### config.mk
export PLATFORM = sky130hd
export DESIGN_NAME = pid_controller_clamped_top
export DESIGN_NICKNAME = d
export VERILOG_FILES = /design/src/rtl/core/pidc_pkg.sv /design/src/rtl/core/pidc_regs.sv /design/src/rtl/core/pidc_law.sv /design/src/rtl/core/pid_controller_clamped_top.sv
export SDC_FILE = /design/constraint.sdc
export NUM_CORES = 2
export LEC_CHECK = 0
export ABC_AREA = 1
export BUFFER_PORTS_ARGS = -buffer_cell sky130_fd_sc_hd__buf_2
export CELL_PAD_IN_SITES_DETAIL_PLACEMENT = 1
export CELL_PAD_IN_SITES_GLOBAL_PLACEMENT = 1
export CORE_MARGIN = 2
export CORE_UTILIZATION = 50
export DETAILED_ROUTE_END_ITERATION = 16
export PLACE_DENSITY = 0.93
export SYNTH_ARGS = -nofsm -noshare
export SYNTH_HDL_FRONTEND = slang
export SYNTH_HIERARCHICAL = 1
export SYNTH_SLANG_ARGS = --single-unit
### constraint.sdc
create_clock -name clk_i -period 18.8 [get_ports clk_i]
set_input_delay 3.76 -clock clk_i [delete_from_list [all_inputs] [get_ports clk_i]]
set_output_delay 3.76 -clock clk_i [all_outputs]
set_load 0.01 [all_outputs]
### src/rtl/core/pidc_pkg.sv
`timescale 1ns / 1ps
// ----------------------------------------------------------------------------
// pidc_pkg: shared constants and types of the clamped pid controller
// Fixed-point formats, accumulator widths and configuration register indexes.
// ----------------------------------------------------------------------------
package pidc_pkg;

  // default sample width, signed q8.8 at 16 bits
  localparam int unsigned DataWidthDef = 16;

  // integral sum is a saturating 32-bit value
  localparam int unsigned IntegWidth = 32;

  // products wrap modulo 2^64 before the fraction shift
  localparam int unsigned AccWidth = 64;

  // fraction bits of the q8.8 format
  localparam int unsigned FracBits = 8;

  // 0.1 in q8.8, rounded to the nearest 1/256
  localparam int unsigned ToleranceReset = 26;

  localparam int unsigned CfgIdxWidth = 3;

  typedef enum logic [CfgIdxWidth-1:0] {
    CfgSetpoint      = 3'd0,
    CfgGainP         = 3'd1,
    CfgGainI         = 3'd2,
    CfgGainD         = 3'd3,
    CfgTolerance     = 3'd4,
    CfgLimitsEnabled = 3'd5,
    CfgLowerLimit    = 3'd6,
    CfgUpperLimit    = 3'd7
  } cfg_idx_e;

endpackage

### src/rtl/core/pidc_regs.sv
`timescale 1ns / 1ps
// ----------------------------------------------------------------------------
// pidc_regs: configuration register file
// Holds setpoint, gains, tolerance and drive limits, written by index.
// ----------------------------------------------------------------------------
module pidc_regs #(
  parameter int unsigned DATA_WIDTH = pidc_pkg::DataWidthDef
) (
  input  logic                               clk_i,
  input  logic                               rst_ni,
  input  logic                               cfg_we_i,
  input  logic [pidc_pkg::CfgIdxWidth-1:0]   cfg_idx_i,
  input  logic [DATA_WIDTH-1:0]              cfg_wdata_i,
  output logic signed [DATA_WIDTH-1:0]       setpoint_o,
  output logic signed [DATA_WIDTH-1:0]       gain_p_o,
  output logic signed [DATA_WIDTH-1:0]       gain_i_o,
  output logic signed [DATA_WIDTH-1:0]       gain_d_o,
  output logic [DATA_WIDTH-2:0]              tolerance_o,
  output logic                               limits_enabled_o,
  output logic signed [DATA_WIDTH-1:0]       lower_limit_o,
  output logic signed [DATA_WIDTH-1:0]       upper_limit_o
);

  logic signed [DATA_WIDTH-1:0] setpoint_q, gain_p_q, gain_i_q, gain_d_q;
  logic signed [DATA_WIDTH-1:0] lower_limit_q, upper_limit_q;
  logic [DATA_WIDTH-2:0]        tolerance_q;
  logic                         limits_enabled_q;
  pidc_pkg::cfg_idx_e           cfg_idx;

  assign cfg_idx = pidc_pkg::cfg_idx_e'(cfg_idx_i);

  always_ff @(posedge clk_i or negedge rst_ni) begin
    if (!rst_ni) begin
      setpoint_q       <= '0;
      gain_p_q         <= '0;
      gain_i_q         <= '0;
      gain_d_q         <= '0;
      tolerance_q      <= (DATA_WIDTH-1)'(pidc_pkg::ToleranceReset);
      limits_enabled_q <= 1'b0;
      lower_limit_q    <= '0;
      upper_limit_q    <= '0;
    end else if (cfg_we_i) begin
      unique case (cfg_idx)
        pidc_pkg::CfgSetpoint:      setpoint_q       <= $signed(cfg_wdata_i);
        pidc_pkg::CfgGainP:         gain_p_q         <= $signed(cfg_wdata_i);
        pidc_pkg::CfgGainI:         gain_i_q         <= $signed(cfg_wdata_i);
        pidc_pkg::CfgGainD:         gain_d_q         <= $signed(cfg_wdata_i);
        pidc_pkg::CfgTolerance:     tolerance_q      <= cfg_wdata_i[DATA_WIDTH-2:0];
        pidc_pkg::CfgLimitsEnabled: limits_enabled_q <= cfg_wdata_i[0];
        pidc_pkg::CfgLowerLimit:    lower_limit_q    <= $signed(cfg_wdata_i);
        pidc_pkg::CfgUpperLimit:    upper_limit_q    <= $signed(cfg_wdata_i);
        default: ;
      endcase
    end
  end

  assign setpoint_o       = setpoint_q;
  assign gain_p_o         = gain_p_q;
  assign gain_i_o         = gain_i_q;
  assign gain_d_o         = gain_d_q;
  assign tolerance_o      = tolerance_q;
  assign limits_enabled_o = limits_enabled_q;
  assign lower_limit_o    = lower_limit_q;
  assign upper_limit_o    = upper_limit_q;

endmodule

### src/rtl/core/pidc_law.sv
`timescale 1ns / 1ps
// ----------------------------------------------------------------------------
// pidc_law: control law of the pid controller
// Error, saturating integral, three gain products, clamp and band check.
// ----------------------------------------------------------------------------
module pidc_law #(
  parameter int unsigned DATA_WIDTH = pidc_pkg::DataWidthDef
) (
  input  logic signed [DATA_WIDTH-1:0]           measured_i,
  input  logic signed [pidc_pkg::IntegWidth-1:0] integ_i,
  input  logic signed [DATA_WIDTH:0]             last_err_i,
  input  logic signed [DATA_WIDTH-1:0]           setpoint_i,
  input  logic signed [DATA_WIDTH-1:0]           gain_p_i,
  input  logic signed [DATA_WIDTH-1:0]           gain_i_i,
  input  logic signed [DATA_WIDTH-1:0]           gain_d_i,
  input  logic [DATA_WIDTH-2:0]                  tolerance_i,
  input  logic                                   limits_enabled_i,
  input  logic signed [DATA_WIDTH-1:0]           lower_limit_i,
  input  logic signed [DATA_WIDTH-1:0]           upper_limit_i,
  output logic signed [pidc_pkg::IntegWidth-1:0] integ_o,
  output logic signed [DATA_WIDTH:0]             err_o,
  output logic signed [DATA_WIDTH-1:0]           drive_o,
  output logic                                   in_band_o
);

  localparam int unsigned IW   = pidc_pkg::IntegWidth;
  localparam int unsigned AW   = pidc_pkg::AccWidth;
  localparam int unsigned SumW = ((IW > DATA_WIDTH + 1) ? IW : DATA_WIDTH + 1) + 1;
  localparam int unsigned BW   = DATA_WIDTH + 2;
  localparam int unsigned PwP  = 2 * DATA_WIDTH + 1;
  localparam int unsigned PwI  = DATA_WIDTH + IW;
  localparam int unsigned PwD  = 2 * DATA_WIDTH + 2;

  localparam logic signed [AW-1:0] DMax = (AW'(1) <<< (DATA_WIDTH - 1)) - AW'(1);
  localparam logic signed [AW-1:0] DMin = -DMax - AW'(1);
  localparam logic signed [IW-1:0] IMax = {1'b0, {(IW-1){1'b1}}};
  localparam logic signed [IW-1:0] IMin = {1'b1, {(IW-1){1'b0}}};

  logic signed [DATA_WIDTH:0]   err;
  logic signed [DATA_WIDTH+1:0] change;
  logic signed [SumW-1:0]       sum_raw;
  logic signed [IW-1:0]         sum_sat;
  logic signed [PwP-1:0]        prod_p;
  logic signed [PwI-1:0]        prod_i;
  logic signed [PwD-1:0]        prod_d;
  logic signed [AW-1:0]         total;
  logic signed [AW-1:0]         lower_ext, upper_ext;
  logic signed [BW-1:0]         band_lo, band_hi, drive_ext;

  assign err     = (DATA_WIDTH+1)'(setpoint_i) - (DATA_WIDTH+1)'(measured_i);
  assign change  = (DATA_WIDTH+2)'(err) - (DATA_WIDTH+2)'(last_err_i);
  assign sum_raw = SumW'(integ_i) + SumW'(err);

  // upper bits all equal to the sign means the sum fits in the integral width
  always_comb begin
    if (sum_raw[SumW-1:IW-1] == {(SumW-IW+1){sum_raw[SumW-1]}}) begin
      sum_sat = sum_raw[IW-1:0];
    end else if (sum_raw[SumW-1]) begin
      sum_sat = IMin;
    end else begin
      sum_sat = IMax;
    end
  end

  // products at their natural width
  assign prod_p = PwP'(gain_p_i) * PwP'(err);
  assign prod_i = PwI'(gain_i_i) * PwI'(sum_sat);
  assign prod_d = PwD'(gain_d_i) * PwD'(change);

  // products wrap at the accumulator width, then drop the fraction bits
  assign total  = (AW'(prod_p) >>> pidc_pkg::FracBits) + (AW'(prod_i) >>> pidc_pkg::FracBits)
                + (AW'(prod_d) >>> pidc_pkg::FracBits);

  assign lower_ext = AW'(lower_limit_i);
  assign upper_ext = AW'(upper_limit_i);

  always_comb begin
    if (limits_enabled_i) begin
      // with crossed limits a total below the lower limit takes it, all others the upper limit
      if (total < lower_ext) begin
        drive_o = lower_limit_i;
      end else if (total > upper_ext) begin
        drive_o = upper_limit_i;
      end else begin
        drive_o = total[DATA_WIDTH-1:0];
      end
    end else begin
      if (total > DMax) begin
        drive_o = DMax[DATA_WIDTH-1:0];
      end else if (total < DMin) begin
        drive_o = DMin[DATA_WIDTH-1:0];
      end else begin
        drive_o = total[DATA_WIDTH-1:0];
      end
    end
  end

  assign band_lo   = BW'(setpoint_i) - $signed({3'b000, tolerance_i});
  assign band_hi   = BW'(setpoint_i) + $signed({3'b000, tolerance_i});
  assign drive_ext = BW'(drive_o);
  assign in_band_o = (drive_ext >= band_lo) && (drive_ext <= band_hi);

  assign integ_o = sum_sat;
  assign err_o   = err;

endmodule

### src/rtl/core/pid_controller_clamped_top.sv
`timescale 1ns / 1ps
// ----------------------------------------------------------------------------
// pid_controller_clamped_top: clamped discrete pid controller
// One measured sample in, one clamped drive value and band flag out.
// ----------------------------------------------------------------------------
// a sample is held in the sample register, its result in the result register
// throughput: one sample per cycle while the output is not stalled, set by the
//   combinational control law between the sample register and the result register
// reset clears the integral sum, the previous error, the pipeline valids
//   and all configuration registers (tolerance resets to 26, i.e. 0.1)
module pid_controller_clamped_top #(
  parameter int unsigned DATA_WIDTH = pidc_pkg::DataWidthDef
) (
  input  logic                                 clk_i,
  input  logic                                 rst_ni,
  input  logic                                 cfg_we_i,
  input  logic [pidc_pkg::CfgIdxWidth-1:0]     cfg_idx_i,
  input  logic [DATA_WIDTH-1:0]                cfg_wdata_i,
  input  logic                                 in_valid_i,
  output logic                                 in_stall_o,
  input  logic signed [DATA_WIDTH-1:0]         measured_i,
  output logic                                 out_valid_o,
  input  logic                                 out_stall_i,
  output logic signed [DATA_WIDTH-1:0]         drive_o,
  output logic                                 in_band_o
);

  localparam int unsigned IW = pidc_pkg::IntegWidth;

  logic signed [DATA_WIDTH-1:0] setpoint, gain_p, gain_i, gain_d;
  logic signed [DATA_WIDTH-1:0] lower_limit, upper_limit;
  logic [DATA_WIDTH-2:0]        tolerance;
  logic                         limits_enabled;

  logic                         s1_valid_q;
  logic signed [DATA_WIDTH-1:0] meas_q;
  logic signed [IW-1:0]         integ_q, integ_d;
  logic signed [DATA_WIDTH:0]   last_err_q, last_err_d;
  logic                         out_valid_q;
  logic signed [DATA_WIDTH-1:0] drive_q, drive_d;
  logic                         in_band_q, in_band_d;
  logic                         s1_move, in_take;

  pidc_regs #(
    .DATA_WIDTH(DATA_WIDTH)
  ) u_regs (
    .clk_i           (clk_i),
    .rst_ni          (rst_ni),
    .cfg_we_i        (cfg_we_i),
    .cfg_idx_i       (cfg_idx_i),
    .cfg_wdata_i     (cfg_wdata_i),
    .setpoint_o      (setpoint),
    .gain_p_o        (gain_p),
    .gain_i_o        (gain_i),
    .gain_d_o        (gain_d),
    .tolerance_o     (tolerance),
    .limits_enabled_o(limits_enabled),
    .lower_limit_o   (lower_limit),
    .upper_limit_o   (upper_limit)
  );

  pidc_law #(
    .DATA_WIDTH(DATA_WIDTH)
  ) u_law (
    .measured_i      (meas_q),
    .integ_i         (integ_q),
    .last_err_i      (last_err_q),
    .setpoint_i      (setpoint),
    .gain_p_i        (gain_p),
    .gain_i_i        (gain_i),
    .gain_d_i        (gain_d),
    .tolerance_i     (tolerance),
    .limits_enabled_i(limits_enabled),
    .lower_limit_i   (lower_limit),
    .upper_limit_i   (upper_limit),
    .integ_o         (integ_d),
    .err_o           (last_err_d),
    .drive_o         (drive_d),
    .in_band_o       (in_band_d)
  );

  // the sample stage moves on when the result register is empty or drained
  assign s1_move    = !out_valid_q || !out_stall_i;
  assign in_stall_o = s1_valid_q && !s1_move;
  assign in_take    = in_valid_i && !in_stall_o;

  always_ff @(posedge clk_i or negedge rst_ni) begin
    if (!rst_ni) begin
      s1_valid_q  <= 1'b0;
      out_valid_q <= 1'b0;
      integ_q     <= '0;
      last_err_q  <= '0;
    end else begin
      if (in_take) begin
        s1_valid_q <= 1'b1;
      end else if (s1_move) begin
        s1_valid_q <= 1'b0;
      end
      if (s1_move) begin
        out_valid_q <= s1_valid_q;
      end
      // controller state advances once per sample, as it enters the result register
      if (s1_valid_q && s1_move) begin
        integ_q    <= integ_d;
        last_err_q <= last_err_d;
      end
    end
  end

  always_ff @(posedge clk_i) begin
    if (in_take) begin
      meas_q <= measured_i;
    end
    if (s1_valid_q && s1_move) begin
      drive_q   <= drive_d;
      in_band_q <= in_band_d;
    end
  end

  assign out_valid_o = out_valid_q;
  assign drive_o     = drive_q;
  assign in_band_o   = in_band_q;

`ifndef SYNTHESIS
  a_limits_hold : assert property (@(posedge clk_i) disable iff (!rst_ni)
    out_valid_q && limits_enabled && (lower_limit <= upper_limit)
    |-> (drive_q >= lower_limit) && (drive_q <= upper_limit))
    else $error("drive outside enabled limits");

  a_state_only_on_move : assert property (@(posedge clk_i) disable iff (!rst_ni)
    !(s1_valid_q && s1_move) |=> $stable(integ_q) && $stable(last_err_q))
    else $error("controller state changed without a sample");

  a_stall_only_full : assert property (@(posedge clk_i) disable iff (!rst_ni)
    in_stall_o |-> s1_valid_q && out_valid_q && out_stall_i)
    else $error("input stalled with room in the pipeline");

  a_result_from_sample : assert property (@(posedge clk_i) disable iff (!rst_ni)
    $rose(out_valid_q) |-> $past(s1_valid_q))
    else $error("result appeared without a sample");
`endif

endmodule

## After elaboration in Yosys (flattened, before gate mapping)

Cells that the tools add are included.

| operators by class | value |
|---|---|
| add/sub/neg operators | 7 |
| multiply operators | 3 |
| divide/modulo/power cells | 0 |
| $lt $le $gt $ge | 6 |
| eq/ne operators | 8 |
| shift operators | 0 |
| mux-type cells | 9 |
| bitwise logic cells | 0 |
| reductions and logical operators | 19 |

Operator list:

| operator | count |
|---|---|
| $mux 16 | 5 |
| $gt 64x16->1 | 1 |
| $gt 64x16->1 const B | 1 |
| $lt 64x16->1 | 1 |
| $lt 64x16->1 const B | 1 |
| $mux 32 | 2 |
| $mul 16x32->48 | 1 |
| $add 41x26->42 | 1 |
| $add 25x40->41 | 1 |
| $mul 16x18->34 | 1 |
| $sub 16x16->17 | 2 |
| $add 32x17->33 | 1 |
| $mul 16x17->33 | 1 |
| $sub 17x17->18 | 1 |
| $add 16x16->17 | 1 |
| $ge 16x17->1 | 1 |
| $le 16x17->1 | 1 |
| $reduce_and 2->1 | 8 |
| $eq 3x3->1 const B | 4 |
| $eq 3x2->1 const B | 2 |
| $logic_and 1x1->1 | 4 |
| $logic_not 1->1 | 4 |
| $eq 3x1->1 const B | 1 |
| $logic_not 3->1 | 1 |
| 4 further kinds | 5 |

| storage, ports and cells | value |
|---|---|
| flip-flop bits (word level) | 196 |
| latch bits | 0 |
| RAM bits | 0 |
| memory bits (read-only) | 0 |
| input bits | 40 |
| output and inout bits | 19 |
| logic and storage cells | 67 |
| memories | 0 |

## Depth between registers and ports, before layout

| logic depth | value |
|---|---|
| depth after elaboration | 13 |
| depth in mapped cells | 108 |
| depth with buffers taken out | 106 |

## By module

Netlist, hierarchy kept.

Modules (own cells, without submodules):

| module | times used | cells each | area an instance (um^2) | sequential area each (um^2) |
|---|---|---|---|---|
| pidc_law | 1 | 6,781 | 50,758.7 | 0.0 |
| pidc_regs | 1 | 496 | 4,415.5 | 2,806.4 |
| pid_controller_clamped_top | 1 | 257 | 3,057.9 | 2,267.2 |

## Worst setup path after synthesis

OpenSTA, ideal clock, no wires.

| timing path | value |
|---|---|
| kind | reg-to-reg |
| from | reg u_regs.setpoint_q[0], in the netlist u_regs/setpoint_o[0] |
| to | reg in_band_q, in the netlist in_band_o (data pin) |
| library setup time | 249 ps |
| arrival time | 15,537 ps |
| data required time | 18,551 ps |
| path slack | 3,014 ps |
| cell stages (with the launch flop) | 92 |
| buffers on the path | 2 |
| period minus slack after synthesis | 15,786 ps |
| path through | dfrtp_1 -> inv_1 -> ha_1 -> fa_1 -> o21ai_2 -> a21oi_1 -> o21ai_1 -> nand2_1 -> nand2_1 -> nand2_1 -> nand2_1 -> nand2_1 -> nand2_1 -> a21oi_1 -> or2_1 -> nand2_1 -> a21oi_1 -> or2_2 -> [... 56 more ...] -> ha_1 -> a21oi_1 -> o21ai_0 -> nand2_1 -> nand2_1 -> a21oi_1 -> nor2_1 -> nor2_1 -> o21a_1 -> o21ai_0 -> a21oi_1 -> nand2_1 -> nand3_1 -> nand2_1 -> nand2_1 -> nand2_1 -> nand2_1 -> inv_1 |

| on the way | value |
|---|---|
| cells in the longest elaborated chain, start to end | 13 |
| elaborated cells on any way between the ends | 25 |
| classes of those cells | add/sub: 7; mul: 3; order compare: 6; eq/ne: 1; mux: 7; reduce/logical: 1 |

Ends and longest elaborated chain:

| element | RTL line | source |
|---|---|---|
| from (decl) | pidc_regs.sv:24 | `logic signed [DATA_WIDTH-1:0] setpoint_q, gain_p_q, gain_i_q, gain_d_q;` |
| from (signal assigned) | pidc_regs.sv:44 | `pidc_pkg::CfgSetpoint: setpoint_q <= $signed(cfg_wdata_i);` |
| $sub 16x16->17 * | pidc_law.sv:50 | `assign err = (DATA_WIDTH+1)'(setpoint_i) - (DATA_WIDTH+1)'(measured_i);` |
| net last_err_d[12] | pid_controller_clamped_top.sv:38 | `logic signed [DATA_WIDTH:0] last_err_q, last_err_d;` |
| $add 32x17->33 | pidc_law.sv:52 | `assign sum_raw = SumW'(integ_i) + SumW'(err);` |
| $mux 32 / $eq 1x1->1 (equally long branches) | pidc_law.sv:58, pidc_law.sv:56 |  |
| $mux 32 | pidc_law.sv:56 | `if (sum_raw[SumW-1:IW-1] == {(SumW-IW+1){sum_raw[SumW-1]}}) begin` |
| $mul 16x32->48 | pidc_law.sv:67 | `assign prod_i = PwI'(gain_i_i) * PwI'(sum_sat);` |
| $add 25x40->41 | pidc_law.sv:71 | `assign total = (AW'(prod_p) >>> pidc_pkg::FracBits) + (AW'(prod_i) >>> pidc_pkg::FracBits)` |
| $add 41x26->42 * | pidc_law.sv:72 | `+ (AW'(prod_d) >>> pidc_pkg::FracBits);` |
| $lt 64x16->1 / $gt 64x16->1 (equally long branches) | pidc_law.sv:90, pidc_law.sv:82 |  |
| $mux 16 (on tied branches) | pidc_law.sv:90, pidc_law.sv:82 |  |
| $mux 16 (on tied branches) | pidc_law.sv:88, pidc_law.sv:80 |  |
| $mux 16 * | pidc_law.sv:78 | `if (limits_enabled_i) begin` |
| net drive_d[2] | pid_controller_clamped_top.sv:40 | `logic signed [DATA_WIDTH-1:0] drive_q, drive_d;` |
| $ge 16x17->1 / $le 16x17->1 (equally long branches) | pidc_law.sv:101 | `assign in_band_o = (drive_ext >= band_lo) && (drive_ext <= band_hi);` |
| $logic_and 1x1->1 * | pidc_law.sv:101 |  |
| net in_band_d | pid_controller_clamped_top.sv:41 | `logic in_band_q, in_band_d;` |
| to (signal assigned) | pid_controller_clamped_top.sv:116 | `in_band_q <= in_band_d;` |
| to (decl) | pid_controller_clamped_top.sv:41 |  |

Mark *: on every way through the listed nets, which the timed path passes. The rest lies on a longest branch.
A chain may end at the register's enable or synchronous reset.

## Worst setup path after layout

| timing path | value |
|---|---|
| from | reg u_regs.setpoint_q[0], in the netlist u_regs/setpoint_o[0] |
| to | reg in_band_q, in the netlist in_band_o (data pin) |

| on the way | value |
|---|---|
| cells in the longest elaborated chain, start to end | 13 |
| elaborated cells on any way between the ends | 25 |
| classes of those cells | add/sub: 7; mul: 3; order compare: 6; eq/ne: 1; mux: 7; reduce/logical: 1 |

Ends and longest elaborated chain:

| element | RTL line | source |
|---|---|---|
| $sub 16x16->17 * | pidc_law.sv:50 |  |
| net last_err_d[8] | pid_controller_clamped_top.sv:38 |  |
| $add 32x17->33 * | pidc_law.sv:52 |  |
| $mux 32 / $eq 1x1->1 (equally long branches) | pidc_law.sv:58, pidc_law.sv:56 |  |
| $mux 32 * | pidc_law.sv:56 |  |
| net integ_d[10] | pid_controller_clamped_top.sv:37 | `logic signed [IW-1:0] integ_q, integ_d;` |
| $mul 16x32->48 * | pidc_law.sv:67 |  |
| $add 25x40->41 * | pidc_law.sv:71 |  |
| $add 41x26->42 * | pidc_law.sv:72 |  |
| $lt 64x16->1 / $gt 64x16->1 (equally long branches) | pidc_law.sv:90, pidc_law.sv:82 |  |
| $mux 16 (on tied branches) | pidc_law.sv:90, pidc_law.sv:82 |  |
| $mux 16 (on tied branches) | pidc_law.sv:88, pidc_law.sv:80 |  |
| $mux 16 * | pidc_law.sv:78 |  |
| net drive_d[8] | pid_controller_clamped_top.sv:40 |  |
| $ge 16x17->1 / $le 16x17->1 (equally long branches) | pidc_law.sv:101 |  |
| $logic_and 1x1->1 * | pidc_law.sv:101 |  |
| net in_band_d | pid_controller_clamped_top.sv:41 |  |

Marks and branches as above.

==> metrics.yaml <==
worst_setup_path:
  cp_common_cell: "nand2_1"
  worstPathRequired_ns: 19.07
  cp.buffers_inverters: 15
  cp-start-kind: "flip-flop"
  end_kind: "flip-flop"
  worstSetupPathType: "reg2reg"
  cpMaxStageDelayCell: "fa_1"
  critPathMaxStageDelay_ns: 0.67
  cp_top_family: "adder cells"
  cp_max_fo: 32
  critPathArrivalTime_ns: 18.72
logic_synthesis:
  yosys-top-cells-count: "nand2_1, inv_1, fa_1, nor2_1, ha_1"
  synthAdderAreaFrac_pct: 48.9
  synth-edff-count: 33
  synth_xor_area_share_pct: 2.68
  synth_cell_types: 61
  synth_top_area_share_pct: 37.6
  ys_warn_count: 6
  synth_top_area_cell: "fa_1"
  synth_compound_area_share_pct: 6.48
  async_flop_share_pct: 83.2
  syn-num-nets: 9195
  syn_inst: 7534
  synthMuxAreaShare_pct: 0
  netlist_area_um2: 58200
  ys_seq_area_share_pct: 8.71
  yosysMostFrequentCell: "nand2_1"
  yosys.area_share.simple_pct: 20.5
  yosys-top-cells-area: "fa_1, nand2_1, ha_1"
  ys_ff_latch: 196
  synth_top_family_by_area: "adder cells"
  synth.avg_cell_area_um2: 7.73
  yosys_most_used_dff: "dfrtp_1"
sta:
  fmax_ghz: 0.0542
  fin_skew_ns: 0.0262
  fin_crit_ns: 18.45
  hold_viol_final: 0
  post-route-period-util_pct: 98.1
  finalSetupViolCount: 0
  fin_tns_setup_ns: 0
  max_slew.worst_pin.slew_ns: 1.41
  slew_violations: 0
  maxSlewHeadroom_pct: 5.60
  hold_slack_ns: 0.482
routing:
  drt-initial-drc-count: 5450
  wl_per_cell_um: 27.2
  drt_wl_total_um: 247000
  drc: 0
  vias_per_cell: 6.10
  vias: 55400
  antenna_left: 0
  firstDrtPassIters: 6
job:
  timing.max_cap.violations: 0
final_layout:
  area_delta_synth_final_pct: 5.33
  drive_gt1_share_pct: 5.20
  final_nets: 9199
  utilization_pct: 52.9
status:
  outcome: "completed"
floorplan:
  row_count: 125
  initial_core_util_pct: 50.2
  die_area_um2: 119000
  io_pins: 59
  die_x_um: 345
  fp.dieH_um: 345
  coreArea_um2: 116000
global_routing:
  grt_pass1_vias: 62600
  antenna_found_initial: 15
  grt_pass1_wl_um: 372000
  grt_max_degree: 58
  grt.overflow.total: 0
  grt.total_usage_pct: 41.4
clock_tree:
  clk_path_buf_depth: 2
  clock_latency_ns: 0.50
  clk_pin_slew_ns: 0.10
  cts.sinks: 196
  cts_root_buf: "clkbuf_16"
  cts_tree: "yes"
  numCtsBuffers: 17
  cts_hold_buf: 0
  htree_levels: 4
worst_hold_path:
  hp-class: "reg2reg"
placement:
  place_congestion: 1.02
  portBuffers: 58
  hpwl_um: 197000
## cells in the final DEF (no fill, tap or decap), drive strengths merged, types with 38 or more instances in the layout
master / count
nand2: 1836
inv: 1734
fa: 1095
nor2: 726
ha: 526
a21oi: 366
nand3: 237
dfrtp: 160
buf: 158
o21ai: 137
xor2: 105
xnor2: 72
nor3: 47
clkinv: 42
nand4: 38
## final timing paths
check	slack, ns	cells past startpoint	start	to
worst min-delay path	0.48	2	last_err_q[4]	last_err_q[4]
min in group asynchronous	3.27	1	rst_ni	u_regs/gain_p_o[9]
worst min register to register	0.48	2	last_err_q[4]	last_err_q[4]
worst max register to register	0.35	88	u_regs/setpoint_o[0]	in_band_o
worst max-delay path	0.35	88	u_regs/setpoint_o[0]	in_band_o
max in group asynchronous	14.21	2	rst_ni	u_regs/setpoint_o[1]
## flip-flops by register name (all words and copies together), names as in the netlist
| name | flops |
|---|---|
| u_regs/tolerance_o | 15 |
| u_regs/limits_enabled_o | 1 |
| last_err_q | 17 |
| u_regs/gain_p_o | 16 |
| u_regs/gain_i_o | 16 |
| u_regs/gain_d_o | 16 |
| u_regs/lower_limit_o | 16 |
| out_valid_o | 1 |
| meas_q | 16 |
| s1_valid_q | 1 |
| in_band_o | 1 |
| integ_q | 32 |
| drive_o | 16 |
| u_regs/setpoint_o | 16 |
| u_regs/upper_limit_o | 16 |
## logic make-up (layout without fill, tap and decap cells)
| logic type | after synthesis | count (layout) |
|---|---|---|
| xor+xnor | 177 | 177 |
| simple gates | 2940 | 2940 |
| other cells | 0 | 8 |
| fa+ha+maj | 1621 | 1621 |
| buf+inv | 1941 | 1958 |
| flops | 196 | 196 |
| compound gates | 659 | 659 |
## worst register-to-register path, delay by kind of cell (launching register included)
kind                     cells  cell delay, ns
buffers and inverters       15            2.43
AND/OR/NAND/NOR             37            4.57
flip-flops                   1            0.38
AO/OA/AOI/OAI               19            3.89
adder cells (fa/ha/maj)     15            6.62
XOR/XNOR                     2            0.38
## metrics by stage
stage / std cells / setup slack [ns] / instance area (um2)
2_1_floorplan: 7534 / 3.01 / 58200
3_3_place_gp: 9031 / 1.42 / 60400
3_5_place_dp: 9031 / 0.728 / 60400
4_1_cts: 9063 / 0.524 / 61000
5_1_grt: 9075 / -0.352 / 61300
6_report: 9083 / 0.349 / 61300
## layout make-up
cell class                 count  area, um2
inverter                    1768       6660
sequential                   196       5080
clock buffer                  17        425
tap                         1524       1910
fill                       14500      54600
clock inverter                15        181
antenna                        8       20.0
timing repair buffer         158       1060
multi-input combinational   5397      46000
## metal layers
layer	wire (um)	share of wire, %	track usage [%]	vias to the layer above
met2	111000	45	65.5	3813
li1	-	-	-	22500
met5	160	0.065	0	-
met4	24600	10	34.3	18
met3	26900	11	11.9	1455
met1	84200	34	46.6	27600
## timing repair
item	4_1_cts	5_1_grt
setup endpoints to repair	0	1
resized for setup	0	64
buffers inserted	0	12
Power is left out: the tool's default activity adds up to more than one toggle a clock period on the data nets, which glitch-free logic cannot reach.
